**src/rtl/rfp_pkg.sv**
```systemverilog
`default_nettype none
package rfp_pkg;

	// frame layout
	localparam logic [8:0] IDLEN_POS   = 9'd4;
	localparam logic [8:0] POS_MAX     = 9'd511;
	localparam logic [9:0] ID_START    = 10'd5;
	localparam logic [3:0] OFF_STAGE   = 4'd2;
	localparam logic [3:0] OFF_ERR     = 4'd10;
	localparam logic [3:0] OFF_ORIG    = 4'd12;
	localparam logic [9:0] FIELD_BYTES = 10'd16;

	// byte classes
	localparam logic [1:0] CLS_HDR = 2'd0;
	localparam logic [1:0] CLS_ID  = 2'd1;
	localparam logic [1:0] CLS_PAY = 2'd2;

	// frame status
	localparam logic [2:0] ST_OK         = 3'd0;
	localparam logic [2:0] ST_TOO_SMALL  = 3'd1;
	localparam logic [2:0] ST_BAD_ID_LEN = 3'd2;
	localparam logic [2:0] ST_INC_ID     = 3'd3;
	localparam logic [2:0] ST_INC_SEQ    = 3'd4;
	localparam logic [2:0] ST_INC_STAGE  = 3'd5;
	localparam logic [2:0] ST_INC_ERR    = 3'd6;
	localparam logic [2:0] ST_INC_ORIG   = 3'd7;

	// config register indexes
	localparam logic [7:0] REG_MIN_FRAME = 8'd0;
	localparam logic [7:0] REG_MAX_ID    = 8'd1;

	typedef struct packed {
		logic [7:0] min_frame;
		logic [7:0] max_id;
	} cfg_t;

	// one classified byte, front to back
	typedef struct packed {
		logic [1:0] cls;
		logic [7:0] data;
		logic       fld_wr;
		logic [3:0] fld_off;
		logic       last;
		logic [7:0] id_len;
		logic [2:0] status;
	} op_t;

endpackage
`default_nettype wire

```
**src/rtl/rfp_front.sv**
```systemverilog
`default_nettype none
module rfp_front
	import rfp_pkg::*;
(
	input  wire  logic       clk,
	input  wire  logic       arst_n,
	input  wire  cfg_t       cfg,
	input  wire  logic       in_valid,
	input  wire  logic [7:0] in_byte,
	input  wire  logic       in_last,
	input  wire  logic       q_ready,
	output logic             in_ready,
	output logic             q_valid,
	output op_t              q_op
);

	logic [8:0] pos_q;
	logic [7:0] id_len_q;
	logic [7:0] len_eff;
	logic       len_ok;
	logic [9:0] pos_w;
	logic [9:0] fs;
	logic [9:0] size;
	logic [9:0] off_w;
	logic       accept;

	assign in_ready = q_ready;
	assign q_valid  = in_valid;
	assign accept   = in_valid && q_ready;

	always_comb begin
		len_eff = (pos_q == IDLEN_POS) ? in_byte : id_len_q;
		len_ok  = (len_eff != 8'd0) && (len_eff <= cfg.max_id);
		pos_w   = {1'b0, pos_q};
		fs      = ID_START + {2'b00, len_eff};
		size    = pos_w + 10'd1;
		off_w   = pos_w - fs;

		q_op         = '0;
		q_op.data    = in_byte;
		q_op.last    = in_last;
		q_op.id_len  = len_eff;
		q_op.fld_off = off_w[3:0];
		q_op.cls     = CLS_HDR;
		if (pos_q > IDLEN_POS && len_ok) begin
			if (pos_w < fs)
				q_op.cls = CLS_ID;
			else if (pos_w < fs + FIELD_BYTES)
				q_op.fld_wr = 1'b1;
			else
				q_op.cls = CLS_PAY;
		end

		if (size < {2'b00, cfg.min_frame})
			q_op.status = ST_TOO_SMALL;
		else if (size <= {1'b0, IDLEN_POS} || !len_ok)
			q_op.status = ST_BAD_ID_LEN;
		else if (size < fs)
			q_op.status = ST_INC_ID;
		else if (size < fs + {6'd0, OFF_STAGE})
			q_op.status = ST_INC_SEQ;
		else if (size < fs + {6'd0, OFF_ERR})
			q_op.status = ST_INC_STAGE;
		else if (size < fs + {6'd0, OFF_ORIG})
			q_op.status = ST_INC_ERR;
		else if (size < fs + FIELD_BYTES)
			q_op.status = ST_INC_ORIG;
		else
			q_op.status = ST_OK;
	end

	always_ff @(posedge clk or negedge arst_n) begin
		if (!arst_n) begin
			pos_q    <= '0;
			id_len_q <= '0;
		end else if (accept) begin
			if (in_last) begin
				pos_q    <= '0;
				id_len_q <= '0;
			end else begin
				if (pos_q == IDLEN_POS)
					id_len_q <= in_byte;
				if (pos_q != POS_MAX)
					pos_q <= pos_q + 9'd1;
			end
		end
	end

endmodule
`default_nettype wire

```
**src/rtl/rfp_queue.sv**
```systemverilog
`default_nettype none
module rfp_queue
	import rfp_pkg::*;
(
	input  wire  logic clk,
	input  wire  logic arst_n,
	input  wire  logic wr_valid,
	input  wire  op_t  wr_op,
	output logic       wr_ready,
	output logic       rd_valid,
	output op_t        rd_op,
	input  wire  logic rd_ready
);

	op_t        mem_q [2];
	logic       wr_ptr_q;
	logic       rd_ptr_q;
	logic [1:0] cnt_q;
	logic       push;
	logic       pop;

	assign wr_ready = (cnt_q != 2'd2);
	assign rd_valid = (cnt_q != 2'd0);
	assign rd_op    = mem_q[rd_ptr_q];
	assign push     = wr_valid && wr_ready;
	assign pop      = rd_valid && rd_ready;

	always_ff @(posedge clk) begin
		if (push)
			mem_q[wr_ptr_q] <= wr_op;
	end

	always_ff @(posedge clk or negedge arst_n) begin
		if (!arst_n) begin
			wr_ptr_q <= 1'b0;
			rd_ptr_q <= 1'b0;
			cnt_q    <= '0;
		end else begin
			if (push)
				wr_ptr_q <= ~wr_ptr_q;
			if (pop)
				rd_ptr_q <= ~rd_ptr_q;
			if (push && !pop)
				cnt_q <= cnt_q + 2'd1;
			else if (pop && !push)
				cnt_q <= cnt_q - 2'd1;
		end
	end

endmodule
`default_nettype wire

```
**src/rtl/rfp_back.sv**
```systemverilog
`default_nettype none
module rfp_back
	import rfp_pkg::*;
(
	input  wire  logic         clk,
	input  wire  logic         arst_n,
	input  wire  logic         q_valid,
	input  wire  op_t          q_op,
	output logic               q_ready,
	output logic               out_valid,
	input  wire  logic         out_ready,
	output logic [1:0]         out_cls,
	output logic [7:0]         out_byte,
	output logic [7:0]         out_id_len,
	output logic [15:0]        out_seq,
	output logic signed [63:0] out_stage,
	output logic signed [15:0] out_err,
	output logic [31:0]        out_orig,
	output logic [2:0]         out_status,
	output logic               out_end
);

	logic [15:0] seq_q,   seq_m;
	logic [63:0] stage_q, stage_m;
	logic [15:0] err_q,   err_m;
	logic [31:0] orig_q,  orig_m;
	logic [3:0]  off;
	logic [3:0]  stage_off;
	logic [3:0]  orig_off;
	logic        pop;
	logic        emit;

	logic               valid_q;
	logic [1:0]         cls_q;
	logic [7:0]         byte_q;
	logic [7:0]         id_len_q;
	logic [15:0]        oseq_q;
	logic [63:0]        ostage_q;
	logic [15:0]        oerr_q;
	logic [31:0]        oorig_q;
	logic [2:0]         status_q;
	logic               end_q;

	assign q_ready = !valid_q || out_ready;
	assign pop     = q_valid && q_ready;
	assign off       = q_op.fld_off;
	assign stage_off = off - OFF_STAGE;
	assign orig_off  = off - OFF_ORIG;
	assign emit      = q_op.last && (q_op.status == ST_OK);

	// merge the current field byte into its lane
	always_comb begin
		seq_m   = seq_q;
		stage_m = stage_q;
		err_m   = err_q;
		orig_m  = orig_q;
		if (q_op.fld_wr) begin
			if (off < OFF_STAGE)
				seq_m[{off[0], 3'b000} +: 8] = q_op.data;
			else if (off < OFF_ERR)
				stage_m[{stage_off[2:0], 3'b000} +: 8] = q_op.data;
			else if (off < OFF_ORIG)
				err_m[{off[0], 3'b000} +: 8] = q_op.data;
			else
				orig_m[{orig_off[1:0], 3'b000} +: 8] = q_op.data;
		end
	end

	always_ff @(posedge clk or negedge arst_n) begin
		if (!arst_n) begin
			seq_q   <= '0;
			stage_q <= '0;
			err_q   <= '0;
			orig_q  <= '0;
			valid_q <= 1'b0;
		end else begin
			if (pop) begin
				if (q_op.last) begin
					seq_q   <= '0;
					stage_q <= '0;
					err_q   <= '0;
					orig_q  <= '0;
				end else begin
					seq_q   <= seq_m;
					stage_q <= stage_m;
					err_q   <= err_m;
					orig_q  <= orig_m;
				end
				valid_q <= 1'b1;
			end else if (out_ready) begin
				valid_q <= 1'b0;
			end
		end
	end

	always_ff @(posedge clk) begin
		if (pop) begin
			cls_q    <= q_op.cls;
			byte_q   <= q_op.data;
			end_q    <= q_op.last;
			status_q <= q_op.last ? q_op.status : ST_OK;
			id_len_q <= emit ? q_op.id_len : 8'd0;
			oseq_q   <= emit ? seq_m : 16'd0;
			ostage_q <= emit ? stage_m : 64'd0;
			oerr_q   <= emit ? err_m : 16'd0;
			oorig_q  <= emit ? orig_m : 32'd0;
		end
	end

	assign out_valid  = valid_q;
	assign out_cls    = cls_q;
	assign out_byte   = byte_q;
	assign out_id_len = id_len_q;
	assign out_seq    = oseq_q;
	assign out_stage  = $signed(ostage_q);
	assign out_err    = $signed(oerr_q);
	assign out_orig   = oorig_q;
	assign out_status = status_q;
	assign out_end    = end_q;

endmodule
`default_nettype wire

```
**src/rtl/response_frame_parser_top.sv**
```systemverilog
// Response frame parser.
// s_* carries one frame byte per beat, s_tlast on the final byte.
// Each input beat yields exactly one m_* beat: m_tuser classes the byte
// (header/dropped, id, payload) and m_tdata carries it through. On the
// beat with m_tlast set, m_tdata also holds id length, sequence, stage,
// error code, original size and a status; these read zero otherwise, and all
// but the status also read zero when the status is not ok.
// cfg_* writes min_frame_size (index 0) and max_id_length (index 1);
// cfg_ready is always high.
// A byte accepted into the queue is registered there and then in the output
// register before it is presented on m_*. Throughput: one byte per cycle
// while m_tready stays high; a front stage tracks position and classifies,
// a two-entry queue feeds the back stage that assembles fields into an
// output register.
// When m_tready is low the output register holds, the queue fills and
// s_tready drops once both queue entries are held; no beat is lost.
// Reset clears position, id length, fields, queue and output valid, and
// loads min_frame_size = 21, max_id_length = 255.
`default_nettype none
module response_frame_parser_top
	import rfp_pkg::*;
(
	input  wire  logic         clk,
	input  wire  logic         arst_n,
	input  wire  logic         s_tvalid,
	output logic               s_tready,
	input  wire  logic [7:0]   s_tdata,   // [7:0] data_byte
	input  wire  logic         s_tlast,
	output logic               m_tvalid,
	input  wire  logic         m_tready,
	// [7:0] out_byte, [15:8] id_length, [31:16] sequence_res, [95:32] stage,
	// [111:96] response_error, [143:112] original_length, [146:144] status
	output logic [151:0]       m_tdata,
	output logic [1:0]         m_tuser,   // [1:0] byte_class
	output logic               m_tlast,
	input  wire  logic         cfg_valid,
	output logic               cfg_ready,
	input  wire  logic [7:0]   cfg_index,
	input  wire  logic [7:0]   cfg_data
);

	cfg_t cfg_q;
	logic f_valid, f_ready;
	op_t  f_op;
	logic b_valid, b_ready;
	op_t  b_op;

	logic [7:0]         o_byte, o_id_len;
	logic [15:0]        o_seq;
	logic signed [63:0] o_stage;
	logic signed [15:0] o_err;
	logic [31:0]        o_orig;
	logic [2:0]         o_status;

	assign cfg_ready = 1'b1;

	always_ff @(posedge clk or negedge arst_n) begin
		if (!arst_n) begin
			cfg_q.min_frame <= 8'd21;
			cfg_q.max_id    <= 8'd255;
		end else if (cfg_valid) begin
			unique case (cfg_index)
				REG_MIN_FRAME: cfg_q.min_frame <= cfg_data;
				REG_MAX_ID:    cfg_q.max_id    <= cfg_data;
				default: ;
			endcase
		end
	end

	rfp_front u_front (
		.clk      (clk),
		.arst_n   (arst_n),
		.cfg      (cfg_q),
		.in_valid (s_tvalid),
		.in_byte  (s_tdata),
		.in_last  (s_tlast),
		.q_ready  (f_ready),
		.in_ready (s_tready),
		.q_valid  (f_valid),
		.q_op     (f_op)
	);

	rfp_queue u_queue (
		.clk      (clk),
		.arst_n   (arst_n),
		.wr_valid (f_valid),
		.wr_op    (f_op),
		.wr_ready (f_ready),
		.rd_valid (b_valid),
		.rd_op    (b_op),
		.rd_ready (b_ready)
	);

	rfp_back u_back (
		.clk        (clk),
		.arst_n     (arst_n),
		.q_valid    (b_valid),
		.q_op       (b_op),
		.q_ready    (b_ready),
		.out_valid  (m_tvalid),
		.out_ready  (m_tready),
		.out_cls    (m_tuser),
		.out_byte   (o_byte),
		.out_id_len (o_id_len),
		.out_seq    (o_seq),
		.out_stage  (o_stage),
		.out_err    (o_err),
		.out_orig   (o_orig),
		.out_status (o_status),
		.out_end    (m_tlast)
	);

	assign m_tdata = {5'd0, o_status, o_orig, o_err, o_stage, o_seq, o_id_len, o_byte};

endmodule
`default_nettype wire

```
**config.mk**
```make
export PLATFORM = sky130hd
export DESIGN_NAME = response_frame_parser_top
export DESIGN_NICKNAME = d
export VERILOG_FILES = /design/src/rtl/rfp_pkg.sv /design/src/rtl/rfp_front.sv /design/src/rtl/rfp_queue.sv /design/src/rtl/rfp_back.sv /design/src/rtl/response_frame_parser_top.sv
export SDC_FILE = /design/constraint.sdc
export NUM_CORES = 1
export LEC_CHECK = 0
export BUFFER_PORTS_ARGS = -buffer_cell sky130_fd_sc_hd__buf_4
export CAP_MARGIN = 20
export CORE_MARGIN = 2
export CORE_UTILIZATION = 50
export DETAILED_ROUTE_END_ITERATION = 6
export PLACE_DENSITY_LB_ADDON = 0.2
export SLEW_MARGIN = 20
export SYNTH_ARGS = -nofsm -noshare
export SYNTH_HDL_FRONTEND = slang
export SYNTH_HIERARCHICAL = 1
export SYNTH_SLANG_ARGS = --single-unit
```
**constraint.sdc**
```tcl
create_clock -name clk -period 5.45 [get_ports clk]
set_input_delay 0.545 -clock clk [delete_from_list [all_inputs] [get_ports clk]]
set_output_delay 0.545 -clock clk [all_outputs]
set_load 0.05 [all_outputs]
```
==> results of run 1 <==
path summary, 6_finish.rpt:
kind | slack, ps | endpoint
max reg2reg | 510 | u_queue/mem_q[0][1]$_DFFE_PP_
max in group asynchronous | 4240 | u_back/stage_q[24]$_DFFE_PN0P_
min reg2reg | 490 | u_back/stage_q[54]$_DFFE_PN0P_
min | 40 | u_back/seq_q[12]$_DFFE_PN0P_
max | 510 | u_queue/mem_q[0][1]$_DFFE_PP_
min in group clk | 230 | u_queue/mem_q[1][17]$_DFFE_PP_
stage by stage:
stage | std cells | cell area (µm²)
final | 2305 | 21700
after global routing | 2305 | 21700
after CTS | 2305 | 21700
after detailed placement | 2234 | 20500
after global placement | 2234 | 20500
after floorplan | 1627 | 18900
state kept, by name (all words and copies together), names as in the netlist, 8 cells and up:
name / count
u_back/out_byte: 8
u_back/seq_q: 16
u_back/stage_q: 64
u_queue/mem_q: 54
u_back/err_q: 16
u_back/out_stage: 64
u_front/id_len_q: 8
cfg_q: 16
u_front/pos_q: 9
u_back/out_err: 16
u_back/out_orig: 32
u_back/out_seq: 16
u_back/out_id_len: 8
u_back/orig_q: 32
power by group:
part,total [mW],switching [mW],leakage (nW),internal (mW)
Combinational,5.90,4.27,4.23,1.63
Sequential,4.23,0.334,4.23,3.89
Clock,2.56,1.09,0.588,1.47
cell usage after synthesis (4+ instances only):
| library cell | instances |
|---|---|
| sky130_fd_sc_hd__buf_6 | 6 |
| sky130_fd_sc_hd__o221ai_1 | 36 |
| sky130_fd_sc_hd__o2bb2ai_1 | 33 |
| sky130_fd_sc_hd__or2_2 | 4 |
| sky130_fd_sc_hd__xnor2_1 | 20 |
| sky130_fd_sc_hd__mux2i_1 | 57 |
| sky130_fd_sc_hd__o21ai_1 | 5 |
| sky130_fd_sc_hd__nor2b_1 | 6 |
| sky130_fd_sc_hd__and2_1 | 23 |
| sky130_fd_sc_hd__or4_1 | 4 |
| sky130_fd_sc_hd__and4_1 | 5 |
| sky130_fd_sc_hd__o31ai_1 | 4 |
| sky130_fd_sc_hd__and4b_1 | 4 |
| sky130_fd_sc_hd__mux2_2 | 19 |
| sky130_fd_sc_hd__nand2_2 | 4 |
| sky130_fd_sc_hd__a21o_1 | 10 |
| sky130_fd_sc_hd__inv_1 | 46 |
| sky130_fd_sc_hd__nand2_1 | 205 |
| sky130_fd_sc_hd__nor2_1 | 74 |
| sky130_fd_sc_hd__a41oi_2 | 4 |
| sky130_fd_sc_hd__buf_2 | 20 |
| sky130_fd_sc_hd__nand3b_1 | 6 |
| sky130_fd_sc_hd__a22o_1 | 59 |
| sky130_fd_sc_hd__nor3_1 | 24 |
| sky130_fd_sc_hd__nand4_1 | 14 |
| sky130_fd_sc_hd__nand3_1 | 78 |
| sky130_fd_sc_hd__a31oi_1 | 5 |
| sky130_fd_sc_hd__ha_1 | 86 |
| sky130_fd_sc_hd__and3_1 | 12 |
| sky130_fd_sc_hd__xor2_1 | 15 |
| sky130_fd_sc_hd__dfstp_2 | 11 |
| sky130_fd_sc_hd__nand2b_1 | 13 |
| sky130_fd_sc_hd__buf_4 | 23 |
| sky130_fd_sc_hd__or2_1 | 4 |
| sky130_fd_sc_hd__dfrtp_1 | 155 |
| sky130_fd_sc_hd__edfxtp_1 | 204 |
| sky130_fd_sc_hd__a21oi_1 | 98 |
| sky130_fd_sc_hd__buf_1 | 7 |
| sky130_fd_sc_hd__a211oi_1 | 6 |
| sky130_fd_sc_hd__o21ai_0 | 50 |
| sky130_fd_sc_hd__mux2_4 | 28 |
| sky130_fd_sc_hd__clkbuf_1 | 47 |
metal layers:
metal	part of all wire (%)	vias up	wire length (µm)	track usage, %
met4	3.1	0	1450	8.72
met1	42	6726	20200	32.7
met5	0	-	0	0
met3	6.0	98	2880	4.55
met2	48	488	23100	40.4
li1	-	6259	-	-
logic make-up (layout without fill, tap and decap cells):
kind of cell	after synthesis	after routing
xor+xnor	37	37
mux	107	107
flops	370	370
other cells	3	10
fa+ha+maj	88	88
simple gates	512	512
buf+inv	155	322
compound gates	348	348
cell type report:
class	count	area [µm²]
Multi-Input combinational cell	1102	7850
Clock buffer	50	1060
Timing Repair Buffer	202	1520
Fill cell	3114	15700
Clock inverter	21	160
Tap cell	511	639
Inverter	49	189
Sequential cell	370	10300
==> tab_implementation.tex, run 1 <==
\begin{tabular}{lr}
\hline
Metric & Value \\
\hline
\multicolumn{2}{l}{\textbf{Outcome}} \\
\quad Run status & finished, final reports clean \\
\multicolumn{2}{l}{\textbf{Setup path}} \\
\quad Arrival time at the worst endpoint & 5310 ps \\
\quad Cells along the critical path & inv\_1, ha\_1, nor4bb\_4, and2\_4, mux2i\_2, inv\_1, ha\_1, o21ai\_0, xnor2\_1, nand2\_1, o21ai\_4, inv\_2, or3\_4, xnor2\_1, ha\_1, nand4\_1, o22ai\_1, o41ai\_2, nor2\_1, o31a\_1, a31oi\_1 \\
\quad Startpoint of the lowest-slack register-to-register path & u\_front/pos\_q[0]\$\_DFFE\_PN0P\_ \\
\quad Required time reported for the critical path endpoint & 5830 ps \\
\quad CP dominant cell by count & sky130\_fd\_sc\_hd\_\_ha\_1 \\
\quad Crit. path cell count & 21 \\
\quad Type of origin of the critical path & flop \\
\quad Type of the worst setup path & reg2reg \\
\quad Kind of cell adding the most delay to the critical path & simple AND/OR/NAND/NOR gates \\
\quad Number of buffers and inverters on the critical path & 3 \\
\quad Crit path max fanout & 8 \\
\quad Slowest CP cell & sky130\_fd\_sc\_hd\_\_dfrtp\_1 \\
\quad Largest stage delay on the critical path & 460 ps \\
\quad Number of cells traversed by the worst register-to-register path & 21 \\
\quad Origin of the worst setup path & u\_front/pos\_q[0]\$\_DFFE\_PN0P\_ \\
\quad Endpoint class of the critical path & flop \\
\multicolumn{2}{l}{\textbf{Placed design}} \\
\quad Pre-CTS setup slack & 261 ps \\
\quad Buffers on Ports & 181 \\
\quad Placer congestion estimate & 0.878 \\
\quad HPWL reported at the end of detailed placement & 32300 µm \\
\multicolumn{2}{l}{\textbf{Yosys}} \\
\quad Post-synthesis share of cell area spent on and, or, nand and nor gates & 13.5\% \\
\quad Compound-Gate Fraction of Synth Area & 13.3\% \\
\quad Count of state elements after synthesis & 370 \\
\quad Most area-hungry cell type in the Yosys netlist & sky130\_fd\_sc\_hd\_\_edfxtp\_1 \\
\quad Syn Inst Count & 1620 \\
\quad Synthesized area per cell & 11.7 µm² \\
\quad Post-synthesis async set-or-reset flop share & 44.9\% \\
\quad Main combinational cell family by area after synthesis & simple AND/OR/NAND/NOR gates \\
\quad Cell types occupying the most area after synthesis & sky130\_fd\_sc\_hd\_\_edfxtp\_1, sky130\_fd\_sc\_hd\_\_dfrtp\_1, sky130\_fd\_sc\_hd\_\_ha\_1 \\
\quad Fraction of the mapped netlist area in adder cells & 5.86\% \\
\quad Parity-gate share of the synthesized area counting xor and xnor cells & 1.92\% \\
\quad Top\_reg\_cell synth & sky130\_fd\_sc\_hd\_\_edfxtp\_1 \\
\quad Count of distinct cell types in the synthesized netlist & 97 \\
\quad Syn Std Cell Area & 0.0189 mm² \\
\quad Multiplexer area fraction after synthesis & 6.65\% \\
\quad Yosys warnings & 6 \\
\quad Sequential area share after synthesis & 54.5\% \\
\quad EDFF count, synth & 204 \\
\quad Fraction of synthesized cell area taken by the top area cell type & 32.4\% \\
\multicolumn{2}{l}{\textbf{Floorplan}} \\
\quad X dimension of the die & 198 µm \\
\quad Row count & 71 \\
\quad Top-level I/O count & 188 \\
\quad Core area & 0.0374 mm² \\
\quad Die footprint & 0.0393 mm² \\
\quad Initial standard-cell utilization of the core & 50.5\% \\
\quad Vert. Die Dim & 198 µm \\
\multicolumn{2}{l}{\textbf{Clock network}} \\
\quad CTS tree & built \\
\quad Register clock-pin slew on the reported worst setup and hold paths & 60 ps \\
\quad CTS root buffer & sky130\_fd\_sc\_hd\_\_clkbuf\_16 \\
\quad Number of levels the H-tree was split into & 2 \\
\quad CTS sink cnt & 370 \\
\quad Hold bufs inserted after CTS & 0 \\
\quad Buffers inserted by post-CTS timing repair & 0 \\
\quad Worst skew pair latency & 550 ps \\
\quad TritonCTS buffer count & 40 \\
\quad CTS-repair resized insts & 0 \\
\quad Buffer levels on the longest clock path & 3 \\
\multicolumn{2}{l}{\textbf{Power}} \\
\quad Total power per unit cell area & 585 mW/mm² \\
\quad Pwr Total & 12.7 mW \\
\quad Leakage & 9.05 nW \\
\quad IR Drop Worst-Case VDD & 308 µV \\
\multicolumn{2}{l}{\textbf{STA}} \\
\quad Slew @ Worst Pin & 1070 ps \\
\quad Setup repair after global routing missed its margin & false \\
\quad Setup Viol. Count Final & 0 \\
\quad Count of pins over their slew limit & 0 \\
\quad TNS Setup & 0 ps \\
\quad Final worst slack & 512 ps \\
\quad Worst hold margin & 43.8 ps \\
\quad Final clock period utilization by the worst path & 90.6\% \\
\quad Number of hold violations in the final report & 0 \\
\quad Clock period minus worst slack & 4940 ps \\
\quad Max Fclk & 203 MHz \\
\quad Setup clock skew after layout & 13.0 ps \\
\quad Tightest slew margin relative to the limit & 28.5\% \\
\multicolumn{2}{l}{\textbf{Cells and area}} \\
\quad Number of nets in the finished design & 1882 \\
\quad Relative area change from synthesis to final layout & 15.0\% \\
\quad Final Core Density & 58.0\% \\
\quad Top library cells by usage in the layout, fill and taps aside & sky130\_fd\_sc\_hd\_\_nand2\_1, sky130\_fd\_sc\_hd\_\_edfxtp\_1, sky130\_fd\_sc\_hd\_\_buf\_4 \\
\quad Leading cell type in the layout, fill and taps excluded & sky130\_fd\_sc\_hd\_\_nand2\_1 \\
\quad Layout cell share with drive strength beyond 1 & 20.6\% \\
\quad Number of antenna repair diodes & 0 \\
\multicolumn{2}{l}{\textbf{Detailed routing}} \\
\quad Post-detailed-route DRC marker count & 0 \\
\quad Count of vias placed by the detailed router & 13600 \\
\quad First-pass detailed-route iteration total & 5 \\
\quad Mean number of vias per cell & 5.89 \\
\quad Total wire length after detailed routing & 47600 µm \\
\quad Remaining antenna violation count after routing & 0 \\
\quad Average wire length per cell after detail routing & 20.7 µm \\
\quad DRC violation total after the first TritonRoute iteration & 1081 \\
\multicolumn{2}{l}{\textbf{Global routing}} \\
\quad Pin count of the biggest net entering global routing & 116 \\
\quad Global-route total usage across every layer & 24.6\% \\
\quad Antenna violations before repair & 0 \\
\quad Overflow left after global routing & 0 \\
\quad Number of global-route vias before repair & 13300 \\
\quad Wire length of the first global-routing pass & 74900 µm \\
\multicolumn{2}{l}{\textbf{Flow run}} \\
\quad Total of max-cap violations & 0 \\
\multicolumn{2}{l}{\textbf{Hold path}} \\
\quad Worst hold path type & in2async \\
\hline
\end{tabular}
(Power assumes the default switching activity.)
==> run 2, diff against run 1 <==
- SYNTH_HIERARCHICAL: 1 -> not set
==> run 2 against run 1 <==
Net effect: global-route usage grew 0.39 points; worst hold slack gained 170 ps; routed wire length shrank 3.9%; clock power grew 4%; register-to-register slack lost 80 ps; die area shrank 6.2%; combinational power shrank 21%; flip-flop and latch count is the same; synthesized cell count shrank 5.9%; power shrank 11%.
==> tab_implementation.tex, run 2 <==
\begin{tabular}{lr}
\hline
Metric & Value \\
\hline
\multicolumn{2}{l}{\textbf{Setup path}} \\
\quad Number of buffers and inverters on the critical path & 1 (-2) \\
\quad CP dominant cell by count & sky130\_fd\_sc\_hd\_\_ha\_1 \\
\quad Slowest CP cell & sky130\_fd\_sc\_hd\_\_or3\_1 \\
\quad Type of origin of the critical path & flop \\
\quad Cells along the critical path & or3\_1, o31ai\_4, and2\_1, inv\_1, ha\_1, o21ai\_0, xor2\_1, o21ai\_2, ha\_1, xnor2\_1, ha\_1, a21o\_1, a211oi\_1, o21ai\_0, a21oi\_1, a21oi\_1, or3b\_2, a21boi\_1 \\
\quad Register-to-register setup slack & 430 ps (-80 ps) \\
\quad Required time reported for the critical path endpoint & 5820 ps (about the same) \\
\quad Endpoint class of the critical path & flop \\
\quad Number of cells traversed by the worst register-to-register path & 18 (-14\%) \\
\quad Startpoint of the lowest-slack register-to-register path & u\_front.pos\_q[5]\$\_DFFE\_PN0P\_ \\
\quad Crit path max fanout & 11 (+3) \\
\quad End of the worst register-to-register path & u\_queue.mem\_q[0][1]\$\_DFFE\_PP\_ \\
\quad Largest stage delay on the critical path & 550 ps (+90 ps) \\
\quad Arrival time at the worst endpoint & 5380 ps (+70 ps) \\
\quad Type of the worst setup path & reg2reg \\
\quad Kind of cell adding the most delay to the critical path & compound AO/OA/AOI/OAI gates \\
\multicolumn{2}{l}{\textbf{Placed design}} \\
\quad HPWL reported at the end of detailed placement & 30900 µm (-4.2\%) \\
\quad Placer congestion estimate & 0.938 (+6.8\%) \\
\quad Buffers on Ports & 181 (unchanged) \\
\multicolumn{2}{l}{\textbf{Flow run}} \\
\quad Total of max-cap violations & 0 (unchanged) \\
\multicolumn{2}{l}{\textbf{Detailed routing}} \\
\quad Remaining antenna violation count after routing & 0 (unchanged) \\
\quad Total wire length after detailed routing & 45700 µm (-3.9\%) \\
\quad Post-detailed-route DRC marker count & 0 (unchanged) \\
\quad Count of vias placed by the detailed router & 12900 (-5.0\%) \\
\quad Average wire length per cell after detail routing & 20.8 µm (+0.70\%) \\
\quad First-pass detailed-route iteration total & 5 (unchanged) \\
\quad Mean number of vias per cell & 5.86 (-0.46\%) \\
\quad DRC violation total after the first TritonRoute iteration & 1154 (+6.8\%) \\
\multicolumn{2}{l}{\textbf{Clock network}} \\
\quad Number of levels the H-tree was split into & 2 (unchanged) \\
\quad CTS root buffer & sky130\_fd\_sc\_hd\_\_clkbuf\_16 \\
\quad Buffer levels on the longest clock path & 3 (unchanged) \\
\quad Register clock-pin slew on the reported worst setup and hold paths & 60 ps (about the same) \\
\quad TritonCTS buffer count & 40 (unchanged) \\
\quad Worst skew pair latency & 540 ps (about the same) \\
\quad CTS tree & built \\
\quad CTS sink cnt & 370 (unchanged) \\
\multicolumn{2}{l}{\textbf{Power}} \\
\quad Share of total power in the clock network & 23.5\% (+3.3 points) \\
\quad Sw frac & 42.5\% (-2.4 points) \\
\quad Total power per unit cell area & 542 mW/mm² (-7.2\%) \\
\quad Part of the total power dissipated in sequential elements & 35.3\% (+2.0 points) \\
\quad Leakage & 8.49 nW (-6.2\%) \\
\quad Design internal power & 6.51 mW (-7.0\%) \\
\quad IR Drop Worst-Case VDD & 383 µV (+24\%) \\
\quad Net switching power & 4.81 mW (-16\%) \\
\quad Pwr Total & 11.3 mW (-11\%) \\
\quad Fraction of power consumed by combinational cells & 41.2\% (-5.3 points) \\
\multicolumn{2}{l}{\textbf{Yosys}} \\
\quad Fraction of synthesized cell area taken by the top area cell type & 34.6\% (+2.2 points) \\
\quad Cell types occupying the most area after synthesis & sky130\_fd\_sc\_hd\_\_edfxtp\_1, sky130\_fd\_sc\_hd\_\_dfrtp\_1, sky130\_fd\_sc\_hd\_\_ha\_1 \\
\quad Synthesized area per cell & 11.6 µm² (-0.51\%) \\
\quad Sequential area share after synthesis & 58.2\% (+3.7 points) \\
\quad Most instantiated cells after synthesis & sky130\_fd\_sc\_hd\_\_edfxtp\_1, sky130\_fd\_sc\_hd\_\_dfrtp\_1, sky130\_fd\_sc\_hd\_\_nand2\_1, sky130\_fd\_sc\_hd\_\_nor2\_1, sky130\_fd\_sc\_hd\_\_o21ai\_0 \\
\quad Post-synthesis async set-or-reset flop share & 44.9\% (unchanged) \\
\quad Most area-hungry cell type in the Yosys netlist & sky130\_fd\_sc\_hd\_\_edfxtp\_1 \\
\quad EDFF count, synth & 204 (unchanged) \\
\quad Count of state elements after synthesis & 370 (unchanged) \\
\quad Cell with the most instances after synthesis & sky130\_fd\_sc\_hd\_\_edfxtp\_1 \\
\quad Syn Inst Count & 1525 (-5.9\%) \\
\quad Syn Std Cell Area & 0.0177 mm² (-6.3\%) \\
\quad Yosys warnings & 0 (-6) \\
\quad Top\_reg\_cell synth & sky130\_fd\_sc\_hd\_\_edfxtp\_1 \\
\quad Count of distinct cell types in the synthesized netlist & 88 (-9.3\%) \\
\multicolumn{2}{l}{\textbf{Hold path}} \\
\quad Cell count of the worst hold path & 1 \\
\quad Worst hold path type & in2reg \\
\quad Destination of the worst hold path & u\_queue.mem\_q[0][24]\$\_DFFE\_PP\_ \\
\quad Start point of the worst hold path & s\_tdata[7] \\
\multicolumn{2}{l}{\textbf{Cells and area}} \\
\quad Leading cell type in the layout, fill and taps excluded & sky130\_fd\_sc\_hd\_\_buf\_4 \\
\quad Relative area change from synthesis to final layout & 18.0\% \\
\quad Layout cell share with drive strength beyond 1 & 20.1\% (-0.50 points) \\
\quad Number of nets in the finished design & 1828 (-2.9\%) \\
\quad Top library cells by usage in the layout, fill and taps aside & sky130\_fd\_sc\_hd\_\_buf\_4, sky130\_fd\_sc\_hd\_\_edfxtp\_1, sky130\_fd\_sc\_hd\_\_dfrtp\_1 \\
\quad Number of antenna repair diodes & 0 (unchanged) \\
\multicolumn{2}{l}{\textbf{Outcome}} \\
\quad Run status & finished, final reports clean \\
\multicolumn{2}{l}{\textbf{STA}} \\
\quad Number of hold violations in the final report & 0 (unchanged) \\
\quad Final clock period utilization by the worst path & 92.0\% (+1.4 points) \\
\quad Count of pins over their slew limit & 0 (unchanged) \\
\quad Max Fclk & 199 MHz (-1.5\%) \\
\quad Slew @ Worst Pin & 1060 ps (-16.6 ps) \\
\quad Worst hold margin & 210 ps (+166 ps) \\
\quad Setup clock skew after layout & 21.8 ps (+8.73 ps) \\
\quad Setup Viol. Count Final & 0 (unchanged) \\
\quad Clock period minus worst slack & 5020 ps (+77.0 ps) \\
\quad Setup repair after global routing missed its margin & false \\
\quad Tightest slew margin relative to the limit & 29.1\% (+0.60 points) \\
\quad TNS Setup & 0 ps (unchanged) \\
\multicolumn{2}{l}{\textbf{Floorplan}} \\
\quad Row count & 68 (-4.2\%) \\
\quad Initial standard-cell utilization of the core & 50.9\% (+0.46 points) \\
\quad Core area & 0.0347 mm² (-7.2\%) \\
\quad Die footprint & 0.0369 mm² (-6.2\%) \\
\quad Vert. Die Dim & 192 µm (-3.2\%) \\
\quad X dimension of the die & 192 µm (-3.2\%) \\
\quad Top-level I/O count & 188 (unchanged) \\
\multicolumn{2}{l}{\textbf{Global routing}} \\
\quad Pin count of the biggest net entering global routing & 95 (-18\%) \\
\quad Overflow left after global routing & 0 (unchanged) \\
\quad Number of global-route vias before repair & 12600 (-5.4\%) \\
\quad Wire length of the first global-routing pass & 70600 µm (-5.7\%) \\
\quad Global-route total usage across every layer & 25.0\% (+0.39 points) \\
\quad Antenna violations before repair & 0 (unchanged) \\
\hline
\end{tabular}
-- run 2: metrics by stage --
stage               instances  util [%]  setup slack [ps]  area [µm²]
finish                   2199      60.1               435       20900
global placement         2123      56.3               640       19600
detailed placement       2123      56.3               539       19600
CTS                      2198      60.1               441       20900
floorplan                1533         -               661       17700
global route             2199      60.1               188       20900
-- run 2: worst register-to-register path, delay by kind of cell, from the launching register on --
family	cells	cell delay, ps
AOI/OAI and AO/OA	9	1700
and+or+nand+nor	3	1240
adders and majority gates	3	850
DFF	1	510
xor gates and xnor gates	2	470
buffers and inverters	1	80
-- run 2: kinds of logic (layout without fill, tap and decap cells) --
group	Yosys count	count (layout)	synth area share, %
adder cells (fa/ha/maj)	86	86	6.13
other	2	10	0.0425
buffers and inverters	126	337	3.13
flip-flops	370	370	58.2
AND/OR/NAND/NOR	460	460	12.8
AO/OA/AOI/OAI	406	406	15.2
multiplexers	40	40	2.60
XOR/XNOR	35	35	1.84
-- run 2: area by class of cell --
type,instances,area [µm²]
clock inverter,14,134
multi-input combinational,1037,6930
fill,2873,13800
inverter,54,208
sequential,370,10300
tap,455,569
timing repair buffer,209,1580
clock buffer,60,1160
-- run 2: worst max path at each step --
| stage | start | to | slack [ps] | depth (start not counted) |
|---|---|---|---|---|
| 3_5_place_dp | u_front.pos_q[5]$_DFFE_PN0P_ | u_queue.mem_q[0][1]$_DFFE_PP_ | 540 | 18 |
| 5_1_grt | u_front.pos_q[5]$_DFFE_PN0P_ | u_queue.mem_q[1][1]$_DFFE_PP_ | 190 | 18 |
| 4_1_cts | u_front.pos_q[3]$_DFFE_PN0P_ | u_queue.mem_q[0][1]$_DFFE_PP_ | 440 | 18 |
| 6_report | u_front.pos_q[5]$_DFFE_PN0P_ | u_queue.mem_q[0][1]$_DFFE_PP_ | 430 | 18 |
| 2_1_floorplan | u_front.pos_q[0]$_DFFE_PN0P_ | u_queue.mem_q[0][1]$_DFFE_PP_ | 660 | 21 |
| 3_3_place_gp | u_front.pos_q[5]$_DFFE_PN0P_ | u_queue.mem_q[0][1]$_DFFE_PP_ | 640 | 19 |
-- run 2: layer usage --
layer	vias to the layer above	GRT usage, %	wire [µm]
met5	-	0	0
met4	0	8.98	1380
met3	97	3.34	2810
met2	488	41.6	22400
met1	6302	33.6	19100
li1	6001	-	-
-- run 2: power groups by stage --
stage	Sequential (mW)	Clock, mW	Combinational, mW
finish	3.99	2.65	4.67
global route	4.05	2.81	4.93
CTS	4.00	2.70	4.66
detailed placement	4.05	0	4.64
global placement	4.04	0	4.59
floorplan	5.25	0	1.90
-- run 2: what timing repair did --
| item | 4_1_cts | 5_1_grt |
|---|---|---|
| resized for setup | 0 | 0 |
| setup endpoints to repair | 0 | 0 |
| hold buffers | 1 | 0 |
| hold endpoints to repair | 45 | 0 |
| buffers inserted | 0 | 0 |
==> run 3, diff against run 2 <==
- CORE_UTILIZATION: 50 -> 47
==> run 3 against run 2 <==
Net effect: combinational power is essentially flat; sequential share of layout area shrank 0.12 points; flip-flop and latch count is the same; largest cell class unchanged; via count shrank 0.18%; cell count grew 2.4%; power is essentially flat; clock-buffer cell count shrank 2; final area grew 0.25%; critical path depth is the same.
==> tab_implementation.tex, run 3 (synthesis gave the netlist of run 2 again) <==
\begin{tabular}{lr}
\hline
Metric & Value \\
\hline
\multicolumn{2}{l}{\textbf{Outcome}} \\
\quad Run status & finished, final reports clean \\
\multicolumn{2}{l}{\textbf{Global routing}} \\
\quad Pin count of the biggest net entering global routing & 107 (+13\%) \\
\quad Antenna violations before repair & 0 (unchanged) \\
\quad Global-route total usage across every layer & 23.8\% (-1.2 points) \\
\quad Overflow left after global routing & 0 (unchanged) \\
\quad Number of global-route vias before repair & 12600 (-0.13\%) \\
\quad Wire length of the first global-routing pass & 71700 µm (+1.6\%) \\
\multicolumn{2}{l}{\textbf{Clock network}} \\
\quad TritonCTS buffer count & 40 (unchanged) \\
\quad CTS tree & built \\
\quad Buffer levels on the longest clock path & 3 (unchanged) \\
\quad Worst skew pair latency & 540 ps (about the same) \\
\quad Register clock-pin slew on the reported worst setup and hold paths & 60 ps (about the same) \\
\quad CTS root buffer & sky130\_fd\_sc\_hd\_\_clkbuf\_16 \\
\quad Number of levels the H-tree was split into & 2 (unchanged) \\
\quad Hold bufs inserted after CTS & 0 (-1) \\
\quad CTS sink cnt & 370 (unchanged) \\
\multicolumn{2}{l}{\textbf{Floorplan}} \\
\quad Top-level I/O count & 188 (unchanged) \\
\quad X dimension of the die & 198 µm (+3.1\%) \\
\quad Die footprint & 0.0392 mm² (+6.2\%) \\
\quad Core area & 0.0374 mm² (+7.7\%) \\
\quad Initial standard-cell utilization of the core & 47.3\% (-3.7 points) \\
\quad Row count & 71 (+4.4\%) \\
\quad Vert. Die Dim & 198 µm (+3.1\%) \\
\multicolumn{2}{l}{\textbf{STA}} \\
\quad Slew @ Worst Pin & 1020 ps (-39.5 ps) \\
\quad Final clock period utilization by the worst path & 92.0\% (about the same) \\
\quad Max Fclk & 200 MHz (about the same) \\
\quad Count of pins over their slew limit & 0 (unchanged) \\
\quad Number of hold violations in the final report & 0 (unchanged) \\
\quad Setup clock skew after layout & 13.9 ps (-7.89 ps) \\
\quad Tightest slew margin relative to the limit & 31.8\% (+2.6 points) \\
\quad TNS Setup & 0 ps (unchanged) \\
\quad Setup repair after global routing missed its margin & false \\
\quad Setup Viol. Count Final & 0 (unchanged) \\
\quad Clock period minus worst slack & 5010 ps (-3.14 ps) \\
\multicolumn{2}{l}{\textbf{Power}} \\
\quad Design internal power & 6.48 mW (-0.40\%) \\
\quad Total power per unit cell area & 541 mW/mm² (-0.30\%) \\
\quad Share of total power in the clock network & 23.4\% (about the same) \\
\quad Part of the total power dissipated in sequential elements & 35.3\% (about the same) \\
\quad Leakage & 8.46 nW (-0.28\%) \\
\quad Sw frac & 42.7\% (+0.21 points) \\
\quad Fraction of power consumed by combinational cells & 41.3\% (about the same) \\
\quad IR Drop Worst-Case VDD & 280 µV (-27\%) \\
\quad Net switching power & 4.83 mW (+0.44\%) \\
\multicolumn{2}{l}{\textbf{Placed design}} \\
\quad Buffers on Ports & 181 (unchanged) \\
\quad Post-Place Cell Area & 0.0196 mm² (+0.32\%) \\
\quad HPWL reported at the end of detailed placement & 31700 µm (+2.3\%) \\
\quad Placer congestion estimate & 0.951 (+1.4\%) \\
\multicolumn{2}{l}{\textbf{Setup path}} \\
\quad End of the worst register-to-register path & u\_queue.mem\_q[1][1]\$\_DFFE\_PP\_ \\
\quad Slowest CP cell & sky130\_fd\_sc\_hd\_\_or3\_1 \\
\quad Type of origin of the critical path & flop \\
\quad Startpoint of the lowest-slack register-to-register path & u\_front.pos\_q[5]\$\_DFFE\_PN0P\_ \\
\quad Type of the worst setup path & reg2reg \\
\quad Register-to-register setup slack & 440 ps (about the same) \\
\quad Endpoint class of the critical path & flop \\
\quad Arrival time at the worst endpoint & 5370 ps (about the same) \\
\quad Required time reported for the critical path endpoint & 5810 ps (about the same) \\
\quad Crit path max fanout & 11 (unchanged) \\
\quad Cells along the critical path & or3\_1, o31ai\_4, and2\_1, inv\_1, ha\_1, o21ai\_0, xor2\_1, o21ai\_2, ha\_1, xnor2\_1, ha\_1, a21o\_1, a211oi\_1, o21ai\_0, a21oi\_1, a21oi\_1, or3b\_2, a21boi\_1 \\
\quad CP dominant cell by count & sky130\_fd\_sc\_hd\_\_ha\_1 \\
\quad Number of buffers and inverters on the critical path & 1 (unchanged) \\
\quad Number of cells traversed by the worst register-to-register path & 18 (unchanged) \\
\quad Kind of cell adding the most delay to the critical path & compound AO/OA/AOI/OAI gates \\
\quad Largest stage delay on the critical path & 570 ps (+20 ps) \\
\multicolumn{2}{l}{\textbf{Detailed routing}} \\
\quad Count of vias placed by the detailed router & 12900 (-0.18\%) \\
\quad Post-detailed-route DRC marker count & 0 (unchanged) \\
\quad Remaining antenna violation count after routing & 0 (unchanged) \\
\quad DRC violation total after the first TritonRoute iteration & 932 (-19\%) \\
\quad Average wire length per cell after detail routing & 20.7 µm (-0.58\%) \\
\quad First-pass detailed-route iteration total & 5 (unchanged) \\
\quad Total wire length after detailed routing & 46500 µm (+1.8\%) \\
\quad Mean number of vias per cell & 5.72 (-2.5\%) \\
\multicolumn{2}{l}{\textbf{Cells and area}} \\
\quad Layout cell share with drive strength beyond 1 & 19.9\% (-0.24 points) \\
\quad Relative area change from synthesis to final layout & 18.3\% \\
\quad Number of antenna repair diodes & 0 (unchanged) \\
\quad Leading cell type in the layout, fill and taps excluded & sky130\_fd\_sc\_hd\_\_buf\_4 \\
\quad Number of nets in the finished design & 1825 (-0.16\%) \\
\quad Post-layout instance area & 0.0209 mm² (+0.25\%) \\
\quad Top library cells by usage in the layout, fill and taps aside & sky130\_fd\_sc\_hd\_\_buf\_4, sky130\_fd\_sc\_hd\_\_edfxtp\_1, sky130\_fd\_sc\_hd\_\_dfrtp\_1 \\
\multicolumn{2}{l}{\textbf{Hold path}} \\
\quad Worst hold path type & in2async \\
\multicolumn{2}{l}{\textbf{Flow run}} \\
\quad Total of max-cap violations & 0 (unchanged) \\
\hline
\end{tabular}
[run 3: cell count changes in the layout (fill, tap and decap cells not counted), moves of 2 or more]
| cell | before | now |
|---|---|---|
| sky130_fd_sc_hd__clkinvlp_4 | 0 | 2 |
| sky130_fd_sc_hd__clkinv_1 | 12 | 15 |
| sky130_fd_sc_hd__inv_4 | 2 | 0 |
| sky130_fd_sc_hd__clkinv_2 | 5 | 3 |
| sky130_fd_sc_hd__buf_4 | 207 | 205 |
[run 3: worst reg2reg max path, stage by stage (launching register included)]
cell                       delay [ps]
sky130_fd_sc_hd__dfrtp_1          530
sky130_fd_sc_hd__or3_1            570
sky130_fd_sc_hd__o31ai_4          320
sky130_fd_sc_hd__and2_1           210
sky130_fd_sc_hd__inv_1             90
sky130_fd_sc_hd__ha_1             280
sky130_fd_sc_hd__o21ai_0          220
sky130_fd_sc_hd__xor2_1           210
sky130_fd_sc_hd__o21ai_2           80
sky130_fd_sc_hd__ha_1             290
sky130_fd_sc_hd__xnor2_1          260
sky130_fd_sc_hd__ha_1             290
sky130_fd_sc_hd__a21o_1           190
sky130_fd_sc_hd__a211oi_1         200
sky130_fd_sc_hd__o21ai_0          110
sky130_fd_sc_hd__a21oi_1          240
sky130_fd_sc_hd__a21oi_1           90
sky130_fd_sc_hd__or3b_2           460
sky130_fd_sc_hd__a21boi_1         200
[run 3: worst max-delay path by stage]
stage                            startpoint                       endpoint  slack (ps)  depth (start not counted)
6_report       u_front.pos_q[5]$_DFFE_PN0P_  u_queue.mem_q[1][1]$_DFFE_PP_         440                         18
5_1_grt        u_front.pos_q[5]$_DFFE_PN0P_  u_queue.mem_q[1][1]$_DFFE_PP_          60                         19
4_1_cts        u_front.pos_q[6]$_DFFE_PN0P_  u_queue.mem_q[1][1]$_DFFE_PP_         390                         18
3_5_place_dp   u_front.pos_q[6]$_DFFE_PN0P_  u_queue.mem_q[1][1]$_DFFE_PP_         410                         18
3_3_place_gp   u_front.pos_q[6]$_DFFE_PN0P_  u_queue.mem_q[0][1]$_DFFE_PP_         570                         19
2_1_floorplan  u_front.pos_q[0]$_DFFE_PN0P_  u_queue.mem_q[0][1]$_DFFE_PP_         660                         21
[run 3: repair_timing]
item / 4_1_cts / 5_1_grt
endpoints found under the setup margin: 0 / 2
buffers inserted: 0 / 0
resized for setup: 0 / 2
[run 3: power by group through the flow]
stage / sequential [mW] / combinational, mW / clock (mW)
floorplan: 5.25 / 1.90 / 0
CTS: 4.00 / 4.67 / 2.69
global route: 4.05 / 4.95 / 2.81
finish: 3.99 / 4.67 / 2.65
detailed placement: 4.05 / 4.65 / 0
global placement: 4.04 / 4.61 / 0
[run 3: final cells by class]
| class | instances | area (µm²) |
|---|---|---|
| clock buffer | 58 | 1140 |
| timing repair buffer | 206 | 1550 |
| sequential | 370 | 10300 |
| tap | 511 | 639 |
| inverter | 54 | 208 |
| multi-input combinational | 1037 | 6940 |
| clock inverter | 15 | 138 |
| fill | 3133 | 16500 |
[run 3: per-layer routing]
metal,global-route usage [%],vias up,share of wire [%],routed length [µm]
met5,0,-,0,0
met4,7.49,0,2.5,1150
met3,3.27,89,5.4,2530
met2,40.7,453,49,23000
met1,31.5,6328,43,19900
li1,-,5995,-,-
[run 3: stage by stage]
step	setup slack [ps]	util [%]	power, mW	hold WS (ps)	std cells
after CTS	386	55.9	11.4	183	2251
final	438	55.9	11.3	117	2251
after global routing	58.3	55.9	11.8	179	2251
after floorplan	661	-	7.15	249	1533
after global placement	567	52.5	8.65	461	2178
after detailed placement	414	52.5	8.71	471	2178
